File: src/rtl/core/spa_pkg.sv
`default_nettype none

package spa_pkg;

    // field widths
    localparam int REQ_W       = 2;
    localparam int COEF_W      = 16;
    localparam int EXP_W       = 8;
    localparam int SUM_W       = 17;
    localparam int IN_TDATA_W  = 24;
    localparam int OUT_TDATA_W = 32;
    localparam int OUT_PAD_W   = OUT_TDATA_W - SUM_W - EXP_W;

    // request codes on the input tuser
    localparam logic [REQ_W-1:0] REQ_LOAD_FIRST  = 2'd0;
    localparam logic [REQ_W-1:0] REQ_LOAD_SECOND = 2'd1;
    localparam logic [REQ_W-1:0] REQ_COMPUTE     = 2'd2;

    // internal command kinds
    typedef enum logic [1:0] {
        OP_LOAD_FIRST,
        OP_LOAD_SECOND,
        OP_COMPUTE
    } cmd_op_t;

    // one classified command between front and back
    typedef struct packed {
        cmd_op_t                   op;
        logic signed [COEF_W-1:0]  coef;
        logic [EXP_W-1:0]          exponent;
    } cmd_t;

endpackage

`default_nettype wire

File: src/rtl/core/spa_front.sv
`default_nettype none

module spa_front (
    input  wire logic                            s_tvalid,
    output logic                                 s_tready,
    input  wire logic [spa_pkg::IN_TDATA_W-1:0]  s_tdata,   // coefficient, exponent
    input  wire logic [spa_pkg::REQ_W-1:0]       s_tuser,   // req_type
    output logic                                 push_valid,
    input  wire logic                            push_ready,
    output spa_pkg::cmd_t                        push_cmd
);
    import spa_pkg::*;

    // take a beat whenever the queue has room
    assign s_tready = push_ready;

    // classify the request; unused code is swallowed here
    always_comb
    begin
        push_cmd.coef     = s_tdata[COEF_W-1:0];
        push_cmd.exponent = s_tdata[COEF_W+EXP_W-1:COEF_W];
        push_cmd.op       = OP_COMPUTE;
        push_valid        = 1'b0;
        unique case (s_tuser)
            REQ_LOAD_FIRST:
            begin
                push_cmd.op = OP_LOAD_FIRST;
                push_valid  = s_tvalid;
            end
            REQ_LOAD_SECOND:
            begin
                push_cmd.op = OP_LOAD_SECOND;
                push_valid  = s_tvalid;
            end
            REQ_COMPUTE:
            begin
                push_cmd.op = OP_COMPUTE;
                push_valid  = s_tvalid;
            end
            default:
            begin
                push_valid = 1'b0;
            end
        endcase
    end

endmodule

`default_nettype wire

File: src/rtl/core/spa_cmd_queue.sv
`default_nettype none

module spa_cmd_queue (
    input  wire logic           clk,
    input  wire logic           rst_n,
    input  wire logic           push_valid,
    output logic                push_ready,
    input  wire spa_pkg::cmd_t  push_cmd,
    output logic                pop_valid,
    input  wire logic           pop_ready,
    output spa_pkg::cmd_t       pop_cmd
);
    import spa_pkg::*;

    localparam int DEPTH = 2;

    cmd_t       entry_reg [DEPTH];
    logic       wr_ptr_reg;
    logic       rd_ptr_reg;
    logic [1:0] count_reg;
    logic       do_push;
    logic       do_pop;

    assign push_ready = (count_reg != 2'(DEPTH));
    assign pop_valid  = (count_reg != 2'd0);
    assign pop_cmd    = entry_reg[rd_ptr_reg];
    assign do_push    = push_valid && push_ready;
    assign do_pop     = pop_valid && pop_ready;

    // payload storage
    always_ff @(posedge clk)
    begin
        if (do_push)
        begin
            entry_reg[wr_ptr_reg] <= push_cmd;
        end
    end

    // pointers and fill level
    always_ff @(posedge clk or negedge rst_n)
    begin
        if (!rst_n)
        begin
            wr_ptr_reg <= 1'b0;
            rd_ptr_reg <= 1'b0;
            count_reg  <= 2'd0;
        end
        else
        begin
            if (do_push)
            begin
                wr_ptr_reg <= ~wr_ptr_reg;
            end
            if (do_pop)
            begin
                rd_ptr_reg <= ~rd_ptr_reg;
            end
            if (do_push && !do_pop)
            begin
                count_reg <= count_reg + 2'd1;
            end
            else if (do_pop && !do_push)
            begin
                count_reg <= count_reg - 2'd1;
            end
        end
    end

endmodule

`default_nettype wire

File: src/rtl/core/spa_merge.sv
`default_nettype none

module spa_merge #(
    parameter int MAX_TERMS = 32
) (
    input  wire logic                              clk,
    input  wire logic                              rst_n,
    input  wire logic                              pop_valid,
    output logic                                   pop_ready,
    input  wire spa_pkg::cmd_t                     pop_cmd,
    output logic                                   out_valid,
    input  wire logic                              out_ready,
    output logic signed [spa_pkg::SUM_W-1:0]       out_coef,
    output logic [spa_pkg::EXP_W-1:0]              out_exp,
    output logic                                   out_last,
    output logic                                   out_overflow
);
    import spa_pkg::*;

    localparam int CNT_W = $clog2(MAX_TERMS + 1);
    localparam int IDX_W = (MAX_TERMS > 1) ? $clog2(MAX_TERMS) : 1;
    localparam int TERM_W = COEF_W + EXP_W;
    localparam logic [CNT_W-1:0] CNT_MAX = CNT_W'(MAX_TERMS);

    typedef enum logic [1:0] {
        ST_IDLE,
        ST_FETCH,
        ST_EMIT
    } state_t;

    // term stores, coefficient in the low bits
    logic [TERM_W-1:0] mem_a [MAX_TERMS];
    logic [TERM_W-1:0] mem_b [MAX_TERMS];
    logic [TERM_W-1:0] rd_a_reg;
    logic [TERM_W-1:0] rd_b_reg;

    state_t                  state_reg;
    logic [CNT_W-1:0]        cnt_a_reg;
    logic [CNT_W-1:0]        cnt_b_reg;
    logic [CNT_W-1:0]        i_reg;
    logic [CNT_W-1:0]        j_reg;
    logic                    dropped_reg;
    logic                    out_valid_reg;
    logic signed [SUM_W-1:0] out_coef_reg;
    logic [EXP_W-1:0]        out_exp_reg;
    logic                    out_last_reg;
    logic                    out_ovf_reg;

    logic                    take_cmd;
    logic                    wr_a;
    logic                    wr_b;
    logic                    a_has;
    logic                    b_has;
    logic                    take_a;
    logic                    take_b;
    logic [CNT_W-1:0]        i_next;
    logic [CNT_W-1:0]        j_next;
    logic                    emit_done;
    logic                    slot_free;
    logic                    emit_fire;
    logic signed [SUM_W-1:0] coef_a;
    logic signed [SUM_W-1:0] coef_b;
    logic signed [SUM_W-1:0] sum_next;
    logic [EXP_W-1:0]        exp_a;
    logic [EXP_W-1:0]        exp_b;
    logic [EXP_W-1:0]        exp_next;

    assign pop_ready    = (state_reg == ST_IDLE);
    assign take_cmd     = pop_valid && pop_ready;
    assign wr_a         = take_cmd && (pop_cmd.op == OP_LOAD_FIRST) && (cnt_a_reg < CNT_MAX);
    assign wr_b         = take_cmd && (pop_cmd.op == OP_LOAD_SECOND) && (cnt_b_reg < CNT_MAX);
    assign out_valid    = out_valid_reg;
    assign out_coef     = out_coef_reg;
    assign out_exp      = out_exp_reg;
    assign out_last     = out_last_reg;
    assign out_overflow = out_ovf_reg;

    // store write and registered head read
    always_ff @(posedge clk)
    begin
        if (wr_a)
        begin
            mem_a[cnt_a_reg[IDX_W-1:0]] <= {pop_cmd.exponent, pop_cmd.coef};
        end
        if (wr_b)
        begin
            mem_b[cnt_b_reg[IDX_W-1:0]] <= {pop_cmd.exponent, pop_cmd.coef};
        end
        rd_a_reg <= mem_a[i_reg[IDX_W-1:0]];
        rd_b_reg <= mem_b[j_reg[IDX_W-1:0]];
    end

    // one merge step on the two fetched heads
    always_comb
    begin
        coef_a = {rd_a_reg[COEF_W-1], rd_a_reg[COEF_W-1:0]};
        coef_b = {rd_b_reg[COEF_W-1], rd_b_reg[COEF_W-1:0]};
        exp_a  = rd_a_reg[TERM_W-1:COEF_W];
        exp_b  = rd_b_reg[TERM_W-1:COEF_W];
        a_has  = (i_reg < cnt_a_reg);
        b_has  = (j_reg < cnt_b_reg);
        if (a_has && b_has)
        begin
            take_a = (exp_a >= exp_b);
            take_b = (exp_b >= exp_a);
        end
        else
        begin
            take_a = a_has;
            take_b = !a_has;
        end
        if (take_a && take_b)
        begin
            sum_next = coef_a + coef_b;
            exp_next = exp_b;
        end
        else if (take_a)
        begin
            sum_next = coef_a;
            exp_next = exp_a;
        end
        else
        begin
            sum_next = coef_b;
            exp_next = exp_b;
        end
        i_next    = i_reg + CNT_W'(take_a);
        j_next    = j_reg + CNT_W'(take_b);
        emit_done = !(i_next < cnt_a_reg) && !(j_next < cnt_b_reg);
        slot_free = !out_valid_reg || out_ready;
        emit_fire = (state_reg == ST_EMIT) && slot_free;
    end

    // sequencer, counts and output register
    always_ff @(posedge clk or negedge rst_n)
    begin
        if (!rst_n)
        begin
            state_reg     <= ST_IDLE;
            cnt_a_reg     <= '0;
            cnt_b_reg     <= '0;
            i_reg         <= '0;
            j_reg         <= '0;
            dropped_reg   <= 1'b0;
            out_valid_reg <= 1'b0;
            out_last_reg  <= 1'b0;
            out_ovf_reg   <= 1'b0;
        end
        else
        begin
            if (out_valid_reg && out_ready && !emit_fire)
            begin
                out_valid_reg <= 1'b0;
            end
            unique case (state_reg)
                ST_IDLE:
                begin
                    if (take_cmd)
                    begin
                        unique case (pop_cmd.op)
                            OP_LOAD_FIRST:
                            begin
                                if (wr_a)
                                begin
                                    cnt_a_reg <= cnt_a_reg + CNT_W'(1);
                                end
                                else
                                begin
                                    dropped_reg <= 1'b1;
                                end
                            end
                            OP_LOAD_SECOND:
                            begin
                                if (wr_b)
                                begin
                                    cnt_b_reg <= cnt_b_reg + CNT_W'(1);
                                end
                                else
                                begin
                                    dropped_reg <= 1'b1;
                                end
                            end
                            OP_COMPUTE:
                            begin
                                i_reg <= '0;
                                j_reg <= '0;
                                if ((cnt_a_reg == '0) && (cnt_b_reg == '0))
                                begin
                                    dropped_reg <= 1'b0;
                                end
                                else
                                begin
                                    state_reg <= ST_FETCH;
                                end
                            end
                            default:
                            begin
                                state_reg <= ST_IDLE;
                            end
                        endcase
                    end
                end
                ST_FETCH:
                begin
                    state_reg <= ST_EMIT;
                end
                ST_EMIT:
                begin
                    if (slot_free)
                    begin
                        out_valid_reg <= 1'b1;
                        out_coef_reg  <= sum_next;
                        out_exp_reg   <= exp_next;
                        out_last_reg  <= emit_done;
                        out_ovf_reg   <= dropped_reg;
                        i_reg         <= i_next;
                        j_reg         <= j_next;
                        if (emit_done)
                        begin
                            state_reg   <= ST_IDLE;
                            cnt_a_reg   <= '0;
                            cnt_b_reg   <= '0;
                            dropped_reg <= 1'b0;
                        end
                        else
                        begin
                            state_reg <= ST_FETCH;
                        end
                    end
                end
                default:
                begin
                    state_reg <= ST_IDLE;
                end
            endcase
        end
    end

`ifndef NO_ASSERTIONS
    // a merge step always has at least one live head
    assert property (@(posedge clk) disable iff (!rst_n)
        (state_reg == ST_EMIT) |-> (a_has || b_has))
        else $error("merge step with both stores exhausted");

    // fill counts stay within capacity
    assert property (@(posedge clk) disable iff (!rst_n)
        (cnt_a_reg <= CNT_MAX) && (cnt_b_reg <= CNT_MAX))
        else $error("term count beyond capacity");

    // read pointers never pass their counts while merging
    assert property (@(posedge clk) disable iff (!rst_n)
        (state_reg != ST_IDLE) |-> ((i_reg <= cnt_a_reg) && (j_reg <= cnt_b_reg)))
        else $error("read pointer past fill count");

    // the final term of a run leaves the stores empty and the flag clear
    assert property (@(posedge clk) disable iff (!rst_n)
        (emit_fire && emit_done) |=>
            ((state_reg == ST_IDLE) && (cnt_a_reg == '0) && (cnt_b_reg == '0)
             && !dropped_reg && out_valid_reg && out_last_reg))
        else $error("run did not close cleanly");
`endif

endmodule

`default_nettype wire

File: src/rtl/core/sparse_polynomial_adder.sv
`default_nettype none

// Sparse polynomial adder. Terms of two polynomials are loaded one beat at a
// time (tuser 0 for the first store, 1 for the second, coefficient and
// exponent on tdata), each in descending exponent order; tuser 2 merges the
// two stores and streams the sum terms out, largest exponent first, equal
// exponents summed (zero sums kept), tlast on the final term and tuser set
// when a load was dropped because its store already held MAX_TERMS terms.
// Both stores and the drop flag are empty again after a compute beat; a
// compute with both stores empty gives no output, and tuser 3 is ignored.
// A two-entry command queue sits between the input and the merge engine.
// Each load is taken by the engine in its idle state. A compute leaves idle
// and then, for each result term, does a registered store read and then
// the merge step; the merge step waits while the output is stalled; the
// result register lets the next beat be taken while a finished term waits.
module sparse_polynomial_adder #(
    parameter int MAX_TERMS = 32
) (
    input  wire logic                             clk,
    input  wire logic                             rst_n,
    input  wire logic                             s_tvalid,
    output logic                                  s_tready,
    input  wire logic [spa_pkg::IN_TDATA_W-1:0]   s_tdata,   // coefficient, exponent
    input  wire logic [spa_pkg::REQ_W-1:0]        s_tuser,   // req_type
    output logic                                  m_tvalid,
    input  wire logic                             m_tready,
    output logic [spa_pkg::OUT_TDATA_W-1:0]       m_tdata,   // sum_coefficient, sum_exponent
    output logic                                  m_tuser,   // overflow_seen
    output logic                                  m_tlast    // last_term
);
    import spa_pkg::*;

    logic                    push_valid;
    logic                    push_ready;
    cmd_t                    push_cmd;
    logic                    pop_valid;
    logic                    pop_ready;
    cmd_t                    pop_cmd;
    logic signed [SUM_W-1:0] out_coef;
    logic [EXP_W-1:0]        out_exp;

    // request decode
    spa_front u_front (
        .s_tvalid   (s_tvalid),
        .s_tready   (s_tready),
        .s_tdata    (s_tdata),
        .s_tuser    (s_tuser),
        .push_valid (push_valid),
        .push_ready (push_ready),
        .push_cmd   (push_cmd)
    );

    // command queue
    spa_cmd_queue u_queue (
        .clk        (clk),
        .rst_n      (rst_n),
        .push_valid (push_valid),
        .push_ready (push_ready),
        .push_cmd   (push_cmd),
        .pop_valid  (pop_valid),
        .pop_ready  (pop_ready),
        .pop_cmd    (pop_cmd)
    );

    // term stores and merge engine
    spa_merge #(
        .MAX_TERMS (MAX_TERMS)
    ) u_merge (
        .clk          (clk),
        .rst_n        (rst_n),
        .pop_valid    (pop_valid),
        .pop_ready    (pop_ready),
        .pop_cmd      (pop_cmd),
        .out_valid    (m_tvalid),
        .out_ready    (m_tready),
        .out_coef     (out_coef),
        .out_exp      (out_exp),
        .out_last     (m_tlast),
        .out_overflow (m_tuser)
    );

    // pack the result beat
    assign m_tdata = {{OUT_PAD_W{1'b0}}, out_exp, out_coef};

endmodule

`default_nettype wire
File: config.mk
export PLATFORM = sky130hd
export DESIGN_NAME = sparse_polynomial_adder
export DESIGN_NICKNAME = d
export VERILOG_FILES = /design/src/rtl/core/spa_pkg.sv /design/src/rtl/core/spa_front.sv /design/src/rtl/core/spa_cmd_queue.sv /design/src/rtl/core/spa_merge.sv /design/src/rtl/core/sparse_polynomial_adder.sv
export SDC_FILE = /design/constraint.sdc
export NUM_CORES = 2
export LEC_CHECK = 0
export ABC_AREA = 0
export BUFFER_PORTS_ARGS = -buffer_cell sky130_fd_sc_hd__buf_2
export CORE_MARGIN = 1
export CORE_UTILIZATION = 37
export CTS_CLUSTER_DIAMETER = 120
export DETAILED_ROUTE_END_ITERATION = 16
export PLACE_DENSITY = 0.51
export SLEW_MARGIN = 20
export SYNTH_ARGS = -nofsm -noshare
export SYNTH_HDL_FRONTEND = slang
export SYNTH_SLANG_ARGS = --single-unit
File: constraint.sdc
create_clock -name clk -period 7.7 [get_ports clk]
set_input_delay 0.385 -clock clk [delete_from_list [all_inputs] [get_ports clk]]
set_output_delay 0.385 -clock clk [all_outputs]
set_load 0.01 [all_outputs]
==> impl_metrics.ini <==
[logic_synthesis]
synth_top_area_share_pct = 73.4
synth_top_cells_by_count = edfxtp_1, mux4_2, mux2i_1
synth_cell_types = 58
syn_inst = 3177
async_reset_ff_share_pct = 2.01
yosysMostFrequentCell = edfxtp_1
synth_area_leader_cell = edfxtp_1
synth-seq-cells = 1695
synth_ff_type = edfxtp_1
synth_area_um2 = 66000
synth.area.top_cells = edfxtp_1, mux4_2, mux2i_1, dfxtp_1, dfrtp_1
syn-mean-instance-area_um2 = 20.8
synth_edf_count = 1613
yosys_warnings = 0
seq_area_frac_synth_pct = 76.1

[detailed_routing]
drtIter0Drc = 2600
wl_met2_mm = 85.9
top_layer_used = met4
drtPass1Iterations = 5
drc_errors = 0
antenna_left = 0
routedWlPerCell_um = 28.6
wirelength_met1_mm = 71.4
wl_met3_mm = 6.26
drt-total-wl_mm = 168
route.vias.total = 31400
vias_per_cell = 5.35

[sta]
tightest_slew_ps = 1130
fin_setup_tns_ps = 0
fmax_ghz = 0.193
period_minus_slack_ps = 5170
fin_skew_ps = 32.5
rsz0062_at_grt = no
setup_slack_ps = 2530
finalHoldViolCount = 0
relSlewSlack_pct = 24.4
finalMaxSlewViolations = 0
finalSetupViolations = 0
period_share_pct = 67.2

[floorplan]
die_area_um2 = 180000
start_util_pct = 37.4
ioPinCount = 66
die_x_um = 424
coreArea_um2 = 177000
die_height_um = 424
num_rows = 154

[clocking]
clock_latency_ps = 800
cts_buffer_depth = 3
cts_sinks = 1695
cts_root_buf = clkbuf_16
htree_levels = 4
post_cts_resized = 0
clkSlewWorstSetupHoldPaths_ps = 60
cts_buffers = 178
holdBufCountCts = 29
cts_tree = done
postCtsSetupBuffers = 0

[layout]
fillers = 15200
area_delta_synth_final_pct = 15.1
multi_input_area_um2 = 15300
seq_area_um2 = 50300
drive_gt1_share_pct = 26.4
nets = 3481

[global_route]
track_usage_pct = 18.8
grt_pass1_vias = 32700
grt_remaining_overflow = 0
grt_max_degree = 104
grt_pass1_wl_mm = 241
antenna_found_initial = 9

[power]
p_per_area_nw_per_um2 = 337
ir_drop_uv = 183
p_leak_nw = 23.5

[placed_design]
gp_congestion = 0.799
post-dp-hpwl_mm = 91.5
place.port_buffers = 58
place_ws_ps = 2490

[job]
max_cap_viol_count = 0

[hold_path]
min_path_type = in -> async

[critical_path]
end_kind = register
cp.arrival_ps = 5890
worstSetupPathType = reg -> reg
required_ps = 8420
start_kind = register
worstPathMaxFanout = 43

[outcome]
status = finished clean
layer usage:
layer  vias to the layer above  GRT usage [%]
li1                      13600              -
met1                     16900           24.5
met2                       706           32.2
met3                       252           2.74
met4                         0           6.00
met5                         -              0
through the flow:
stage | cell area [um^2] | cells | util (%) | hold WS (ps) | power, mW
after global placement | 69700 | 5508 | 39.4 | 461 | 17.4
final | 76000 | 5882 | 43.0 | 192 | 25.6
after global routing | 76000 | 5877 | 43.0 | 220 | 26.7
after floorplan | 66100 | 3183 | - | 89.4 | 15.4
after CTS | 75900 | 5872 | 42.9 | 141 | 26.0
after detailed placement | 69900 | 5516 | 39.5 | 470 | 17.5
layout make-up:
| class | count | share of cell area, % |
|---|---|---|
| repair buffers | 193 | 2.15 |
| multi-input cells | 1290 | 20.2 |
| clock inverters | 92 | 1.15 |
| flip-flops and latches | 1695 | 66.1 |
| diodes | 5 | 0.0165 |
| inverters | 32 | 0.158 |
| clock buffers | 235 | 6.40 |
| well taps | 2340 | 3.85 |
report_power, final:
part           switching (mW)  internal (mW)  leakage (nW)
Combinational            3.38           2.04          5.34
Sequential              0.390           11.3          15.3
Clock                    3.56           4.91          2.82
Total                    7.33           18.3          23.5
path summary, 6_finish.rpt:
check,from,endpoint,slack (ps),cells after the start
max,u_merge.j_reg[1],u_merge.cnt_b_reg[5],2530,16
min reg2reg,u_merge.out_overflow,u_merge.out_overflow,480,2
max reg2reg,u_merge.j_reg[1],u_merge.cnt_b_reg[5],2530,16
min in group clk,m_tready,u_merge.state_reg[1],240,3
max in group asynchronous,rst_n,u_merge.i_reg[3],7030,3
min,rst_n,u_queue.rd_ptr_reg,190,3
cells by family (layout without fill, tap and decap cells):
kind of cell	after synthesis	in the layout	share of synthesized area, %
AO/OA/AOI/OAI	316	316	3.22
XOR/XNOR	27	27	0.358
adder cells (fa/ha/maj)	61	61	1.17
buffers and inverters	198	552	1.36
flip-flops	1695	1695	76.1
multiplexers	579	579	15.8
other	1	12	0.00568
AND/OR/NAND/NOR	300	300	2.02
layout by cell type, fill, tap and decap left out, types with 48 or more instances in the layout:
cell type,n
a21oi_1,58
buf_2,58
buf_4,91
clkbuf_16,182
dfxtp_1,48
edfxtp_1,1613
ha_1,60
mux2_2,70
mux2i_1,125
mux4_2,360
nand2_1,101
nor2_4,48
o21ai_1,63
o221ai_1,90
worst max-delay path: stages (launching register included):
cell	delay (ps)
dfrtp_4	890
ha_1	350
a2111oi_0	370
o21a_1	410
a21oi_2	270
inv_2	300
ha_1	230
ha_1	230
nand3_1	110
xnor2_1	200
ha_1	340
nand3_1	90
o211ai_1	240
and3_1	220
o21ai_1	190
or4_1	480
a21oi_1	160
Note: power is estimated with default switching activity, not from simulation.
